==> config.mk <==
export PLATFORM = sky130hd
export DESIGN_NAME = kbs_builder
export DESIGN_NICKNAME = d
export VERILOG_FILES = /design/src/kbs_pkg.sv /design/src/kbs_builder.sv
export SDC_FILE = /design/constraint.sdc
export NUM_CORES = 1
export LEC_CHECK = 0
export ABC_AREA = 1
export BUFFER_PORTS_ARGS = -buffer_cell sky130_fd_sc_hd__buf_2
export CORE_UTILIZATION = 54
export CTS_BUF_LIST = sky130_fd_sc_hd__clkbuf_4 sky130_fd_sc_hd__clkbuf_8
export CTS_CLUSTER_DIAMETER = 80
export DETAILED_ROUTE_END_ITERATION = 8
export HOLD_SLACK_MARGIN = 0.02
export PLACE_DENSITY = 0.94
export SYNTH_ARGS = -nofsm -noshare
export SYNTH_HDL_FRONTEND = slang
export SYNTH_SLANG_ARGS = --single-unit
==> constraint.sdc <==
create_clock -name clk -period 2.22 [get_ports clk]
set_clock_uncertainty 0.05 [all_clocks]
set_input_delay 0.444 -clock clk [delete_from_list [all_inputs] [get_ports clk]]
set_output_delay 0.444 -clock clk [all_outputs]
set_load 0.005 [all_outputs]
==> src/kbs_pkg.sv <==
// Package of the keyed byte substitution block: sizes, request codes and the
// builder-to-memory control struct.
// Depends on nothing; every other file of the block but kbs_ram uses it.
package kbs_pkg;

    localparam int TableDepth = 256;
    localparam int ByteW      = 8;
    localparam int ReqW       = 2;

    // Request codes.
    localparam logic [ReqW-1:0] REQ_WRITE_KEY = 2'd0;
    localparam logic [ReqW-1:0] REQ_BUILD     = 2'd1;
    localparam logic [ReqW-1:0] REQ_FORWARD   = 2'd2;
    localparam logic [ReqW-1:0] REQ_INVERSE   = 2'd3;

    // Memory requests and status from the table builder.
    typedef struct packed {
        logic [ByteW-1:0] key_raddr;
        logic [ByteW-1:0] fwd_raddr;
        logic             fwd_we;
        logic [ByteW-1:0] fwd_waddr;
        logic [ByteW-1:0] fwd_wdata;
        logic             inv_we;
        logic [ByteW-1:0] inv_waddr;
        logic [ByteW-1:0] inv_wdata;
        logic             busy;
        logic             built;
    } bld_ctrl_t;

endpackage

==> src/kbs_builder.sv <==
// Table builder: identity fill, keyed swap pass and inverse fill, sequenced
// over the key, forward and inverse memories. Depends on kbs_pkg.
module kbs_builder (
    input  logic                       clk,
    input  logic                       rst_n,
    input  logic                       start,
    input  logic [kbs_pkg::ByteW-1:0]  key_q,
    input  logic [kbs_pkg::ByteW-1:0]  fwd_q,
    output kbs_pkg::bld_ctrl_t         ctrl
);

    localparam logic [3:0] ST_IDLE  = 4'd0;
    localparam logic [3:0] ST_INIT  = 4'd1;
    localparam logic [3:0] ST_KEY   = 4'd2;
    localparam logic [3:0] ST_RDI   = 4'd3;
    localparam logic [3:0] ST_RDJ   = 4'd4;
    localparam logic [3:0] ST_WR1   = 4'd5;
    localparam logic [3:0] ST_WR2   = 4'd6;
    localparam logic [3:0] ST_FILL  = 4'd7;
    localparam logic [3:0] ST_FILLW = 4'd8;

    localparam logic [kbs_pkg::ByteW-1:0] LastIdx = kbs_pkg::ByteW'(kbs_pkg::TableDepth - 1);

    logic [3:0]                state_reg, state_next;
    logic [kbs_pkg::ByteW-1:0] idx_reg, idx_next;
    logic [kbs_pkg::ByteW-1:0] j_reg, j_next;
    logic [kbs_pkg::ByteW-1:0] t_reg, t_next;
    logic                      built_reg, built_next;
    logic                      last;

    assign last = (idx_reg == LastIdx);

    always_comb
    begin
        state_next     = state_reg;
        idx_next       = idx_reg;
        j_next         = j_reg;
        t_next         = t_reg;
        built_next     = built_reg;
        ctrl           = '0;
        ctrl.key_raddr = idx_reg;
        ctrl.fwd_raddr = idx_reg;
        ctrl.busy      = (state_reg != ST_IDLE);
        ctrl.built     = built_reg;
        unique case (state_reg)
            ST_IDLE:
            begin
                if (start)
                begin
                    state_next = ST_INIT;
                    idx_next   = '0;
                end
            end
            ST_INIT:
            begin
                ctrl.fwd_we    = 1'b1;
                ctrl.fwd_waddr = idx_reg;
                ctrl.fwd_wdata = idx_reg;
                idx_next       = idx_reg + 1'b1;
                if (last)
                begin
                    state_next = ST_KEY;
                end
            end
            ST_KEY:
            begin
                state_next = ST_RDI;
            end
            ST_RDI:
            begin
                // Key byte for this position has arrived; fetch entry i.
                j_next     = key_q;
                state_next = ST_RDJ;
            end
            ST_RDJ:
            begin
                t_next         = fwd_q;
                ctrl.fwd_raddr = j_reg;
                state_next     = ST_WR1;
            end
            ST_WR1:
            begin
                ctrl.fwd_we    = 1'b1;
                ctrl.fwd_waddr = idx_reg;
                ctrl.fwd_wdata = fwd_q;
                state_next     = ST_WR2;
            end
            ST_WR2:
            begin
                ctrl.fwd_we    = 1'b1;
                ctrl.fwd_waddr = j_reg;
                ctrl.fwd_wdata = t_reg;
                idx_next       = idx_reg + 1'b1;
                state_next     = last ? ST_FILL : ST_KEY;
            end
            ST_FILL:
            begin
                state_next = ST_FILLW;
            end
            ST_FILLW:
            begin
                ctrl.inv_we    = 1'b1;
                ctrl.inv_waddr = fwd_q;
                ctrl.inv_wdata = idx_reg;
                idx_next       = idx_reg + 1'b1;
                if (last)
                begin
                    state_next = ST_IDLE;
                    built_next = 1'b1;
                end
                else
                begin
                    state_next = ST_FILL;
                end
            end
            default:
            begin
                state_next = ST_IDLE;
            end
        endcase
    end

    always_ff @(posedge clk or negedge rst_n)
    begin
        if (!rst_n)
        begin
            state_reg <= ST_IDLE;
            idx_reg   <= '0;
            built_reg <= 1'b0;
        end
        else
        begin
            state_reg <= state_next;
            idx_reg   <= idx_next;
            built_reg <= built_next;
        end
    end

    always_ff @(posedge clk)
    begin
        j_reg <= j_next;
        t_reg <= t_next;
    end

endmodule

==> impl_metrics.ini <==
[logic_synthesis]
synth-seq-cells = 29
synth.avg_cell_area_um2 = 8.01
synth_top_area_share_pct = 27.8
ys_types = 28
yosysWarnings = 0
ys_async_sr_fraction_pct = 44.8
synthTopCellsByArea = edfxtp_1 28%, dfrtp_1 19%, nand2_1 14%
synthTopCellsByCount = 63 x nand2_1, 31 x inv_1, 29 x nor2_1
synth-edff-count = 16
synth_compound_area_share_pct = 11.5
ys.flop_type = edfxtp_1
syn_nets = 236
yosysMostFrequentCell = nand2_1
synth-xor-area-share_pct = 0.506
synthSimpleGateAreaFrac_pct = 29.6
synth_top_area_cell = edfxtp_1
synth_seq_area_share_pct = 46.6
syn-cell-area_um2 = 1730
synthAdderAreaFrac_pct = 0.723
synthMuxAreaShare_pct = 0
synth_top_family_by_area = simple AND/OR/NAND/NOR gates
netlist_instances = 216

[power_and_ir_drop]
finalPower_uw = 942
clockPowerShare_pct = 34.2
p_sw_uw = 198
p_leak_uw = 0.00118
p_comb_share_pct = 4.4
power_frac_seq_pct = 61.4
p_int_uw = 744
power.density_nw_per_um2 = 435
switching_share_pct = 21.0
peakVddDrop_mv = 0.341

[flow_run]
cap_violations = 0

[worst_setup_path]
start_kind = register
crit_start = state_reg[3]$_DFFE_PN0P_
reg2reg_setup_slack_ps = 630
worstPathArrival_ps = 1640
crit_required_ps = 1730
worstSetupPathType = reg -> out
end_kind = output port
timing.rr.start = state_reg[2]$_DFFE_PN0P_
crit_fanout = 11

[timing]
slew_viol_final = 0
max_freq_mhz = 468
finalSetupTns_ps = 0
slew_headroom_pct = 79.1
max_slew.worst_pin.slew_ps = 314
fin_crit_ps = 2140
hold_violations = 0
setup_viol = 0
fin_crit_sh_pct = 96.3

[clocking]
cts_buffers = 5
cts.sinks = 29
clk_path_buf_depth = 2
clock_latency_ps = 320
clk_pin_slew_ps = 90
cts_tree = built
htree_levels = 2
cts-root-buf = clkbuf_4

[global_routing]
grt_max_degree = 19
antenna_found_initial = 0
track_usage_pct = 26.7
grt_pass1_wl_um = 6760
grt_pass1_vias = 1528
grt.overflow.total = 0

[routing]
drt-initial-drc-count = 108
ant_nets = 0
wire_per_inst_um = 13.3
drcViolationCount = 0
via_per_inst = 5.18
drt_pass1_iterations = 4
wl_um = 4470
via_count = 1735

[finish]
final_cell_area_um2 = 2160
n_antenna_cell = 0
synthToLayoutAreaGrowth_pct = 25.0
nets = 310
drive_gt1_share_pct = 33.0

[worst_hold_path]
hold_start = key_q[5]
hp-class = in -> reg

[placed_design]
place.gp.congestion = 0.988
place_area_um2 = 2080
hpwl_um = 3400
io_buffer_count = 70

[floorplan]
initial_core_util_pct = 56.7
die_x_um = 58.6
core_area_um2 = 3050
fp.dieH_um = 58.6
pin_count = 71
rows = 20
die_area_um2 = 3430

[status]
status = finished clean
-- layout by cell type (no fill, tap or decap), types with 2 or more instances in the layout --
cell type  netlist  routed
nand3_1         10      10
nor2_1          29      29
clkbuf_4         0       7
o22ai_1          6       6
o21ai_1          3       3
inv_2            3       3
inv_1           31      31
o32ai_1          2       2
nand2_2          3       5
edfxtp_1        16      16
o221ai_1         8       8
nor2_2           1       2
nor2_4           4       4
buf_2            1      70
nand2_1         63      61
o21ai_0          6       6
dfrtp_1         13      13
nand4_1          3       3
-- critical path, cell delays in order, from the launching register on --
cell and delay [ps]:
dfrtp_1 490, nor2_2 220, nand2_2 200, o221ai_1 240
buf_2 160
-- area by class of cell --
class | count | area, um2
Clock buffer | 7 | 52.6
Clock inverter | 1 | 3.75
Fill cell | 273 | 890
Inverter | 35 | 134
Multi-Input combinational cell | 147 | 744
Sequential cell | 29 | 806
Tap cell | 44 | 55.1
Timing Repair Buffer | 72 | 368
-- per-layer routing --
| layer | global-route usage [%] | up-vias | part of all wire (%) |
|---|---|---|---|
| met5 | 0 | - | 0 |
| met4 | 14.3 | 0 | 2.6 |
| met3 | 5.27 | 15 | 8.1 |
| met2 | 41.5 | 95 | 46 |
| met1 | 35.2 | 767 | 43 |
| li1 | - | 858 | - |
-- repair_timing --
| action | 4_1_cts | 5_1_grt |
|---|---|---|
| setup buffers | 0 | 1 |
| endpoints found under the hold margin | 13 | 0 |
| hold buffers | 1 | 0 |
| gates resized for setup | 0 | 2 |
| setup endpoints to repair | 0 | 17 |
-- final timing paths --
check | endpoint | depth (start not counted)
worst max-delay path | ctrl[19] | 4
max in group asynchronous | state_reg[1]$_DFFE_PN0P_ | 2
min in group asynchronous | state_reg[2]$_DFFE_PN0P_ | 2
worst min-delay path | j_reg[5]$_DFFE_PN_ | 1
worst max register to register | t_reg[7]$_DFFE_PN_ | 4
worst min register to register | built_reg$_DFFE_PN0P_ | 1
-- power by group through the flow --
stage / sequential (uW) / clock, uW / combinational (uW)
final: 578 / 322 / 41.8
after global routing: 579 / 349 / 46.1
after CTS: 578 / 321 / 42.5
after detailed placement: 590 / 0 / 41.2
after global placement: 589 / 0 / 39.7
after floorplan: 589 / 0 / 10.9
-- logic make-up (layout without fill, tap and decap cells) --
logic type	after synthesis	count (layout)
adders and majority gates	1	1
AOI/OAI and AO/OA	28	28
buffers and inverters	41	115
xor gates and xnor gates	1	1
DFF	29	29
and+or+nand+nor	116	117
-- stage by stage --
stage	hold slack [ps]	setup WS [ps]	cells	utilization [%]
after detailed placement	298	388	324	68.1
after global placement	301	408	324	68.1
after floorplan	98.4	643	216	-
after global routing	224	-2.02	335	70.9
after CTS	234	17.7	333	70.2
final	244	81.9	335	70.9
(Power assumes the default switching activity.)
