**config.mk**
```make
export PLATFORM = sky130hd
export DESIGN_NAME = kbs_out_fifo_flat
export DESIGN_NICKNAME = d
export VERILOG_FILES = /design/src/kbs_pkg.sv /design/src/kbs_rsp_if.sv /design/src/kbs_out_fifo.sv /design/src/flat_wrapper.sv
export SDC_FILE = /design/constraint.sdc
export NUM_CORES = 1
export LEC_CHECK = 0
export ABC_AREA = 1
export BUFFER_PORTS_ARGS = -buffer_cell sky130_fd_sc_hd__buf_4
export CORE_MARGIN = 3
export CORE_UTILIZATION = 35
export DETAILED_ROUTE_END_ITERATION = 7
export SLEW_MARGIN = 20
export SYNTH_ARGS = -nofsm -noshare
export SYNTH_HDL_FRONTEND = slang
export SYNTH_SLANG_ARGS = --single-unit
```
**constraint.sdc**
```tcl
create_clock -name clk -period 4 [get_ports clk]
set_input_delay 0.2 -clock clk [delete_from_list [all_inputs] [get_ports clk]]
set_output_delay 0.2 -clock clk [all_outputs]
set_load 0.1 [all_outputs]
```
**src/kbs_pkg.sv**
```systemverilog
// Package of the keyed byte substitution block: sizes, request codes and the
// builder-to-memory control struct.
// Depends on nothing; every other file of the block but kbs_ram uses it.
package kbs_pkg;

    localparam int TableDepth = 256;
    localparam int ByteW      = 8;
    localparam int ReqW       = 2;

    // Request codes.
    localparam logic [ReqW-1:0] REQ_WRITE_KEY = 2'd0;
    localparam logic [ReqW-1:0] REQ_BUILD     = 2'd1;
    localparam logic [ReqW-1:0] REQ_FORWARD   = 2'd2;
    localparam logic [ReqW-1:0] REQ_INVERSE   = 2'd3;

    // Memory requests and status from the table builder.
    typedef struct packed {
        logic [ByteW-1:0] key_raddr;
        logic [ByteW-1:0] fwd_raddr;
        logic             fwd_we;
        logic [ByteW-1:0] fwd_waddr;
        logic [ByteW-1:0] fwd_wdata;
        logic             inv_we;
        logic [ByteW-1:0] inv_waddr;
        logic [ByteW-1:0] inv_wdata;
        logic             busy;
        logic             built;
    } bld_ctrl_t;

endpackage

```
**src/kbs_rsp_if.sv**
```systemverilog
// Result channel of the keyed byte substitution block: valid, ready and payload.
// Depends on kbs_pkg.
interface kbs_rsp_if;
    logic                       valid;
    logic                       ready;
    logic [kbs_pkg::ByteW-1:0]  result_byte;

    modport source (output valid, output result_byte, input ready);
    modport sink   (input valid, input result_byte, output ready);
endinterface

```
**src/kbs_out_fifo.sv**
```systemverilog
// Two-entry result queue that drives the result channel.
// Depends on kbs_pkg and kbs_rsp_if.
module kbs_out_fifo (
    input  logic                       clk,
    input  logic                       rst_n,
    input  logic                       push,
    input  logic [kbs_pkg::ByteW-1:0]  push_data,
    output logic                       pop,
    output logic [1:0]                 count,
    kbs_rsp_if.source                  rsp
);

    logic [kbs_pkg::ByteW-1:0] mem_reg [2];
    logic                      wr_ptr_reg;
    logic                      rd_ptr_reg;
    logic [1:0]                count_reg, count_next;

    assign rsp.valid       = (count_reg != 2'd0);
    assign rsp.result_byte = mem_reg[rd_ptr_reg];
    assign pop             = rsp.valid && rsp.ready;
    assign count           = count_reg;

    always_comb
    begin
        count_next = count_reg + {1'b0, push} - {1'b0, pop};
    end

    always_ff @(posedge clk or negedge rst_n)
    begin
        if (!rst_n)
        begin
            wr_ptr_reg <= 1'b0;
            rd_ptr_reg <= 1'b0;
            count_reg  <= 2'd0;
        end
        else
        begin
            if (push)
            begin
                wr_ptr_reg <= !wr_ptr_reg;
            end
            if (pop)
            begin
                rd_ptr_reg <= !rd_ptr_reg;
            end
            count_reg <= count_next;
        end
    end

    always_ff @(posedge clk)
    begin
        if (push)
        begin
            mem_reg[wr_ptr_reg] <= push_data;
        end
    end

endmodule

```
**src/flat_wrapper.sv**
```systemverilog
// flat-port wrapper written by rule: the top's interface ports become plain ports
module kbs_out_fifo_flat 
  (clk, rst_n, push, push_data, pop, count, rsp_valid, rsp_result_byte, rsp_ready);
  kbs_rsp_if rsp_i ();
  input  logic clk;
  input  logic rst_n;
  input  logic push;
  input  logic [kbs_pkg::ByteW-1:0] push_data;
  output logic pop;
  output logic [1:0] count;
  output wire logic [$bits(rsp_i.valid)-1:0] rsp_valid;
  output wire logic [$bits(rsp_i.result_byte)-1:0] rsp_result_byte;
  input wire logic [$bits(rsp_i.ready)-1:0] rsp_ready;
  assign rsp_valid = rsp_i.valid;
  assign rsp_result_byte = rsp_i.result_byte;
  assign rsp_i.ready = rsp_ready;
  kbs_out_fifo u_core (.clk(clk), .rst_n(rst_n), .push(push), .push_data(push_data), .pop(pop), .count(count), .rsp(rsp_i));
endmodule
```
==> run metrics, run 1 <==
Synth Net Count 84; Clock Skew about 3.2 ps; pin count of the biggest net entering global routing 12; worst hold path class primary input to flop; Mapped Cells 70; number of vias per cell 4.17; Slew Viols, Final 0; endpoint type of the worst setup path output pin; commonest non-fill, non-tap cell in the layout nand2_1; # resized after CTS 0; die area between 2000 and 3000 um^2; status finished, final reports clean; CP Max Fanout 10; number of global-route vias before repair 483; DRC Markers 0; CTS root buf clkbuf_4; clock buffer count from CTS 3; total negative slack 0 ps; CTS tree built; DP Wirelength between 900 and 1000 um; core area roughly 2100 um^2; post-synthesis cell type count 13; Max Clock Freq a little over 0.6 GHz; Wirelength per Cell 10.5 um; warnings from Yosys 0; 1st-pass router iterations 3; via count ~520; RSZ-0062 raised after global routing false; FF+latch count, synth 20; first-pass GRT wire length just under 2000 um; worst hold slack between 80 and 90 ps; Vert. Die Dim between 50 and 60 um; final WL around 1300 um; Clock Sinks 20; Max-slew headroom 53.0%; max FFs per register 16; hold-critical path depth 1; H-tree depth 1; Reg2Reg Depth 10; Cell Area, Synth a little over 800 um^2; worst skew pair latency 290 ps; Arr. time, crit path roughly 1400 ps; Core Rows 16; Final Cycle Share about two fifths; commonest non-fill, non-tap cells in the layout nand2_1, buf_4, edfxtp_1; placed cells between 100 and 150; initial antenna violation count 0; IO Count 24; Detailed Route Iter0 Violations 8; Clock Path Buffers 2; Max Cap Viol 0; CP required roughly 3800 ps; mean area per synthesized cell around 12 um^2; final setup fails 0; Antenna Nets Post-Route 0; GR Overflow Total 0; CTS clk-pin slew, worst paths about 100 ps; GRT Util Overall slightly below 10%; Initial Utilization around 40%; non-filler cells, final about 120; port buffer count 23; final hold viol count 0; diode count 0; routability-driven placement congestion ratio between 0.6 and 0.7; fin crit period ~1600 ps; worst slew pin tran 702 ps; Setup Buffers After CTS 0; register area share after synthesis a little under three quarters; critical path class flop to output pin; DIE WIDTH between 50 and 60 um; fin nets ~110; ratio of cells with drive above 1 in the final layout a little under a third; Worst setup SP type flop; Syn-to-layout area delta 28.4%
## kinds of logic (layout without fill, tap and decap cells)
logic type	count (synthesis)	after routing	share of synthesized area, %
fa+ha+maj	2	2	3.07
buf+inv	10	37	6.44
xor+xnor	1	1	1.07
simple gates	37	37	18.3
flops	20	20	71.2
## metal layers
metal / GRT usage (%) / wire [um] / vias up
met3: 2.18 / 66 / 2
met5: 0 / 0 / -
met2: 16.3 / 670 / 11
li1: - / - / 277
met4: 6.22 / 12 / 0
met1: 11.5 / 547 / 227
## final cells by class
class / count / area, um^2
inverters: 9 / 41.3
clock buffers: 3 / 22.5
repair buffers: 24 / 183
clock inverters: 1 / 3.75
multi-input cells: 40 / 183
well taps: 27 / 33.8
fillers: 196 / 1030
flip-flops and latches: 20 / 581
## stage by stage
| step | setup WS [ps] | utilization [%] | area [um^2] |
|---|---|---|---|
| 2_1_floorplan | 919 | - | 816 |
| 5_1_grt | 2270 | 50.3 | 1050 |
| 4_1_cts | 2360 | 50.3 | 1050 |
| 6_report | 2380 | 50.3 | 1050 |
| 3_5_place_dp | 2600 | 48.6 | 1010 |
| 3_3_place_gp | 2630 | 48.6 | 1010 |
## path summary, 6_finish.rpt
kind                                    from              endpoint  slack (ps)
min in group asynchronous              rst_n       u_core.count[1]         230
max reg2reg                  u_core.count[1]       u_core.count[1]        2600
max in group asynchronous              rst_n     u_core.wr_ptr_reg        3670
max                        u_core.rd_ptr_reg    rsp_result_byte[3]        2380
min reg2reg                u_core.wr_ptr_reg     u_core.wr_ptr_reg         500
min                             push_data[4]  u_core.mem_reg[0][4]          90
## worst max-delay path, cell delays in order, from the launching register on
cell     delay (ps)
dfrtp_1         650
nand2_1         100
nand2_1          90
buf_4           280
## Yosys cell counts
master     n  area share, %
nand2_1   33             15
edfxtp_1  16             59
inv_1      7            3.2
dfrtp_1    4             12
ha_1       2            3.1
buf_6      1            1.4
inv_2      1           0.46
inv_8      1            1.4
nand2_2    1           0.77
nand3_1    1           0.61
nand3_2    1            1.2
nor2_1     1           0.46
xor2_1     1            1.1
## timing repair
item                       in CTS  in global routing
hold buffers                    1                  0
setup endpoints to repair       0                  0
hold endpoints to repair        4                  0
Power of run 1 is not shown: default switching activity piles up to over one toggle a cycle in this logic, so the estimate is an artifact.
==> run 2: changes to the inputs <==
clock period = 1.4 ns   (was 4 ns; I/O delays follow)
==> run metrics, run 2 (synthesized netlist as in run 1, its figures left out) <==
IO Count 24; Wirelength per Cell around 12 um; commonest non-fill, non-tap cell in the layout nand2_1; pre-CTS setup slack -54.9 ps; DRC Markers 0; CP required 1330 ps; CTS root buf clkbuf_4; Syn-to-layout area delta 75.3%; Detailed Route Iter0 Violations 5; fin nets around 130; Antenna Nets Post-Route 0; worst slew pin tran 342 ps; failing checks setup timing; RSZ-0062 raised after global routing true; die area 2950 um^2; Worst setup SP type flop; CP Max Fanout 2; status complete, but fails checks; routability-driven placement congestion ratio ~0.64; diode count 0; Clock Skew 8.54 ps; number of global-route vias before repair 630; final setup fails 3; core area approximately 2100 um^2; GRT Util Overall around an eighth; GR Overflow Total 0; Slew Viols, Final 0; Clock Sinks 20; max FFs per register 16; CTS clk-pin slew, worst paths about 110 ps; worst hold path class primary input to flop; number of vias per cell 4.39; via count 614; final hold viol count 0; 1st-pass router iterations 4; DIE WIDTH ~54 um; Max Cap Viol 0; pin count of the biggest net entering global routing 13; commonest non-fill, non-tap cells in the layout nand2_1, buf_4, edfxtp_1; Final Cycle Share 105%; final worst slack -68.3 ps; Core Rows 16; hold_sp rsp_ready; Initial Utilization between 30% and 40%; CTS tree built; Max-slew headroom slightly below 80%; fin crit period 1470 ps; DP Wirelength 1100 um; endpoint type of the worst setup path output pin; first-pass GRT wire length 2520 um; clock buffer count from CTS 3; Vert. Die Dim between 50 and 60 um; port buffer count 23; Arr. time, crit path between 1000 and 1500 ps; Setup crit start u_core.count[0]; Clock Path Buffers 2; initial antenna violation count 0; final WL roughly 1600 um; critical path class flop to output pin; worst skew pair latency approximately 310 ps; H-tree depth 1; ratio of cells with drive above 1 in the final layout between 40% and 50%; launching point of the worst reg2reg path u_core.count[0]; Max Clock Freq around 0.7 GHz
[run 2: final timing paths]
check                                    endpoint  slack, ps  cells after the start
worst max-delay path                          pop        -70                      6
worst min-delay path            u_core.rd_ptr_reg         50                      3
worst max register to register    u_core.count[1]        -60                      9
worst min register to register  u_core.wr_ptr_reg        510                      1
max in group asynchronous         u_core.count[1]       1200                      2
min in group asynchronous         u_core.count[0]         90                      2
[run 2: per-layer routing]
| metal | part of all wire, % | wire (um) | GRT usage [%] |
|---|---|---|---|
| met3 | 5.9 | 96 | 3.00 |
| met1 | 40 | 649 | 13.4 |
| met5 | 0 | 0 | 0 |
| met2 | 52 | 850 | 21.5 |
| met4 | 2.2 | 36 | 7.47 |
[run 2: timing repair]
action	CTS	global route
endpoints found under the hold margin	21	0
endpoints found under the setup margin	11	12
resized for setup	13	22
pin swaps	5	1
hold buffers	10	0
buffers inserted	0	2
[run 2: worst max-delay path: stages, from the launching register on]
cell and delay, ps:
dfrtp_4 520, inv_6 80, nand2_8 50, nand2_4 60, clkinvlp_4 100, buf_6 130
buf_12 150
[run 2: final cells by class]
cell class,count,area (um^2)
Sequential cell,20,589
Tap cell,27,33.8
Clock buffer,3,22.5
Timing Repair Buffer,40,455
Fill cell,160,652
Inverter,9,52.6
Multi-Input combinational cell,40,246
Clock inverter,1,30.0
[run 2: through the flow]
stage	hold WS (ps)	instance area, um^2	utilization [%]	instances	setup TNS [ps]
finish	45.7	1430	68.7	140	-154
global route	49.9	1430	68.7	140	-345
CTS	45.9	1320	63.3	138	-190
detailed placement	-132	1120	53.7	124	-87.7
global placement	-131	1120	53.7	124	-21.7
floorplan	-226	886	-	70	-1850
Power of run 2 is left out for the same reason.
==> run 3: changes to the inputs <==
CELL_PAD_IN_SITES_DETAIL_PLACEMENT = 2   (was unset)
CELL_PAD_IN_SITES_GLOBAL_PLACEMENT = 2   (was unset)
CORE_UTILIZATION = 27   (was 35)
PLACE_DENSITY = 0.69   (was unset)
RECOVER_POWER = 50   (was unset)
==> run metrics, run 3 (synthesized netlist as in run 1, its figures left out) <==
DIE WIDTH between 60 and 70 um; Worst Hold End u_core.rd_ptr_reg; Max-slew headroom 69.3%; 1st-pass router iterations 3; RR Endpoint u_core.count[1]; RSZ-0062 raised after global routing true; endpoint type of the worst setup path flop; Clock Sinks 20; DRC Markers 0; IO Count 24; Detailed Route Iter0 Violations 7; Placed Area ~1100 um^2; Reg2Reg Depth 10; number of vias per cell about 4.3; port buffer count 23; worst skew pair latency ~300 ps; H-tree depth 1; CTS clk-pin slew, worst paths about 100 ps; fin nets 130; GRT Util Overall 12.8%; hold_sp rsp_ready; Storage cell area between 500 and 600 um^2; via count about 630; CTS root buf clkbuf_4; multi-input combinational cell area about 250 um^2; ratio of cells with drive above 1 in the final layout between 40% and 50%; Max Clock Freq around 0.67 GHz; commonest non-fill, non-tap cells in the layout nand2_1, edfxtp_1, dlygate4sd3_1; fin crit period 1490 ps; failing checks setup timing; r2r setup slk -90 ps; Max Cap Viol 0; status complete, but fails checks; Arr. time, crit path 1740 ps; worst slew pin tran around 460 ps; worst hold path class primary input to flop; CP Max Fanout 2; final hold viol count 0; core area ~2800 um^2; Vert. Die Dim a little over 60 um; Slew Viols, Final 0; Clock Skew between 1 and 1.5 ps; Syn-to-layout area delta 70.9%; Wirelength per Cell roughly 14 um; initial antenna violation count 0; number of global-route vias before repair 682; die area 3720 um^2; launching point of the worst reg2reg path u_core.count[0]; clock buffer count from CTS 3; Final Cycle Share 107%; final setup fails 3; critical path class flop to flop; Worst setup SP type flop; DP Wirelength between 1000 and 1500 um; pin count of the biggest net entering global routing 12; Core Rows 19; commonest non-fill, non-tap cell in the layout nand2_1; Antenna Nets Post-Route 0; diode count 0; final worst slack -93.3 ps; hold-critical path depth 3; design area between 1000 and 1500 um^2; GR Overflow Total 0; max FFs per register 16; CP required about 1600 ps; fill count ~280; first-pass GRT wire length between 3000 and 4000 um; final WL about 2000 um; CTS tree built; routability-driven placement congestion ratio ~0.63; Clock Path Buffers 2; Initial Utilization between 20% and 30%
==> run 3: cell count changes in the layout (fill, tap and decap cells not counted), sizes merged <==
| cell | change |
|---|---|
| bufinv | -1 |
| clkbuf | +9 |
| clkinv | +1 |
| buf | -7 |
==> run 3: critical path: stages, from the launching register on <==
cell,delay [ps]
dfrtp_4,510
inv_6,80
nand2_8,50
nand2_4,70
clkinvlp_4,110
ha_4,280
inv_2,30
ha_4,150
inv_2,50
nand2_2,40
nand2_2,60
==> run 3: per-stage QoR <==
stage / std cells / TNS [ps] / hold WS [ps] / setup slack [ps] / util (%)
global placement: 128 / -68.2 / -128 / -44.2 / 39.7
CTS: 145 / -239 / 20.3 / -104 / 46.7
floorplan: 70 / -1850 / -226 / -878 / -
finish: 146 / -220 / 34.3 / -93.3 / 49.3
detailed placement: 128 / -148 / -126 / -100 / 39.7
global route: 146 / -455 / 25.9 / -163 / 49.3
==> run 3: what timing repair did <==
action                     in CTS  in global routing
gates cloned                    0                  0
pin swaps                       5                  3
setup buffers                   3                  1
hold endpoints to repair       21                  0
setup endpoints to repair      11                 12
hold buffers                   10                  0
gates resized for setup        15                 22
==> run 3: cell type report <==
type / count / share of cell area, %
Timing Repair Buffer: 42 / 31.2
Sequential cell: 20 / 42.3
Multi-Input combinational cell: 40 / 18.0
Tap cell: 31 / 2.78
Clock inverter: 1 / 0.269
Clock buffer: 3 / 1.62
Inverter: 9 / 3.77
==> run 3: worst max path at each step <==
stage / from / endpoint / slack [ps] / cells after the start
2_1_floorplan: u_core.count[0] / u_core.count[1] / -880 / 9
3_3_place_gp: u_core.count[1] / u_core.count[1] / -40 / 10
3_5_place_dp: u_core.count[0] / u_core.count[1] / -100 / 10
4_1_cts: u_core.count[0] / pop / -100 / 6
5_1_grt: u_core.count[0] / u_core.count[1] / -160 / 10
6_report: u_core.count[0] / u_core.count[1] / -90 / 10
==> run 3: per-layer routing <==
layer  up-vias  global-route usage (%)  routed length, um  share of wire, %
li1        315                       -                  -                 -
met1       299                    13.7                734                37
met2        14                    21.8               1110                56
met3         4                    4.89                 98               4.9
met4         0                    6.50                 38               1.9
met5         -                       0                  0                 0
Power of run 3 is left out for the same reason.
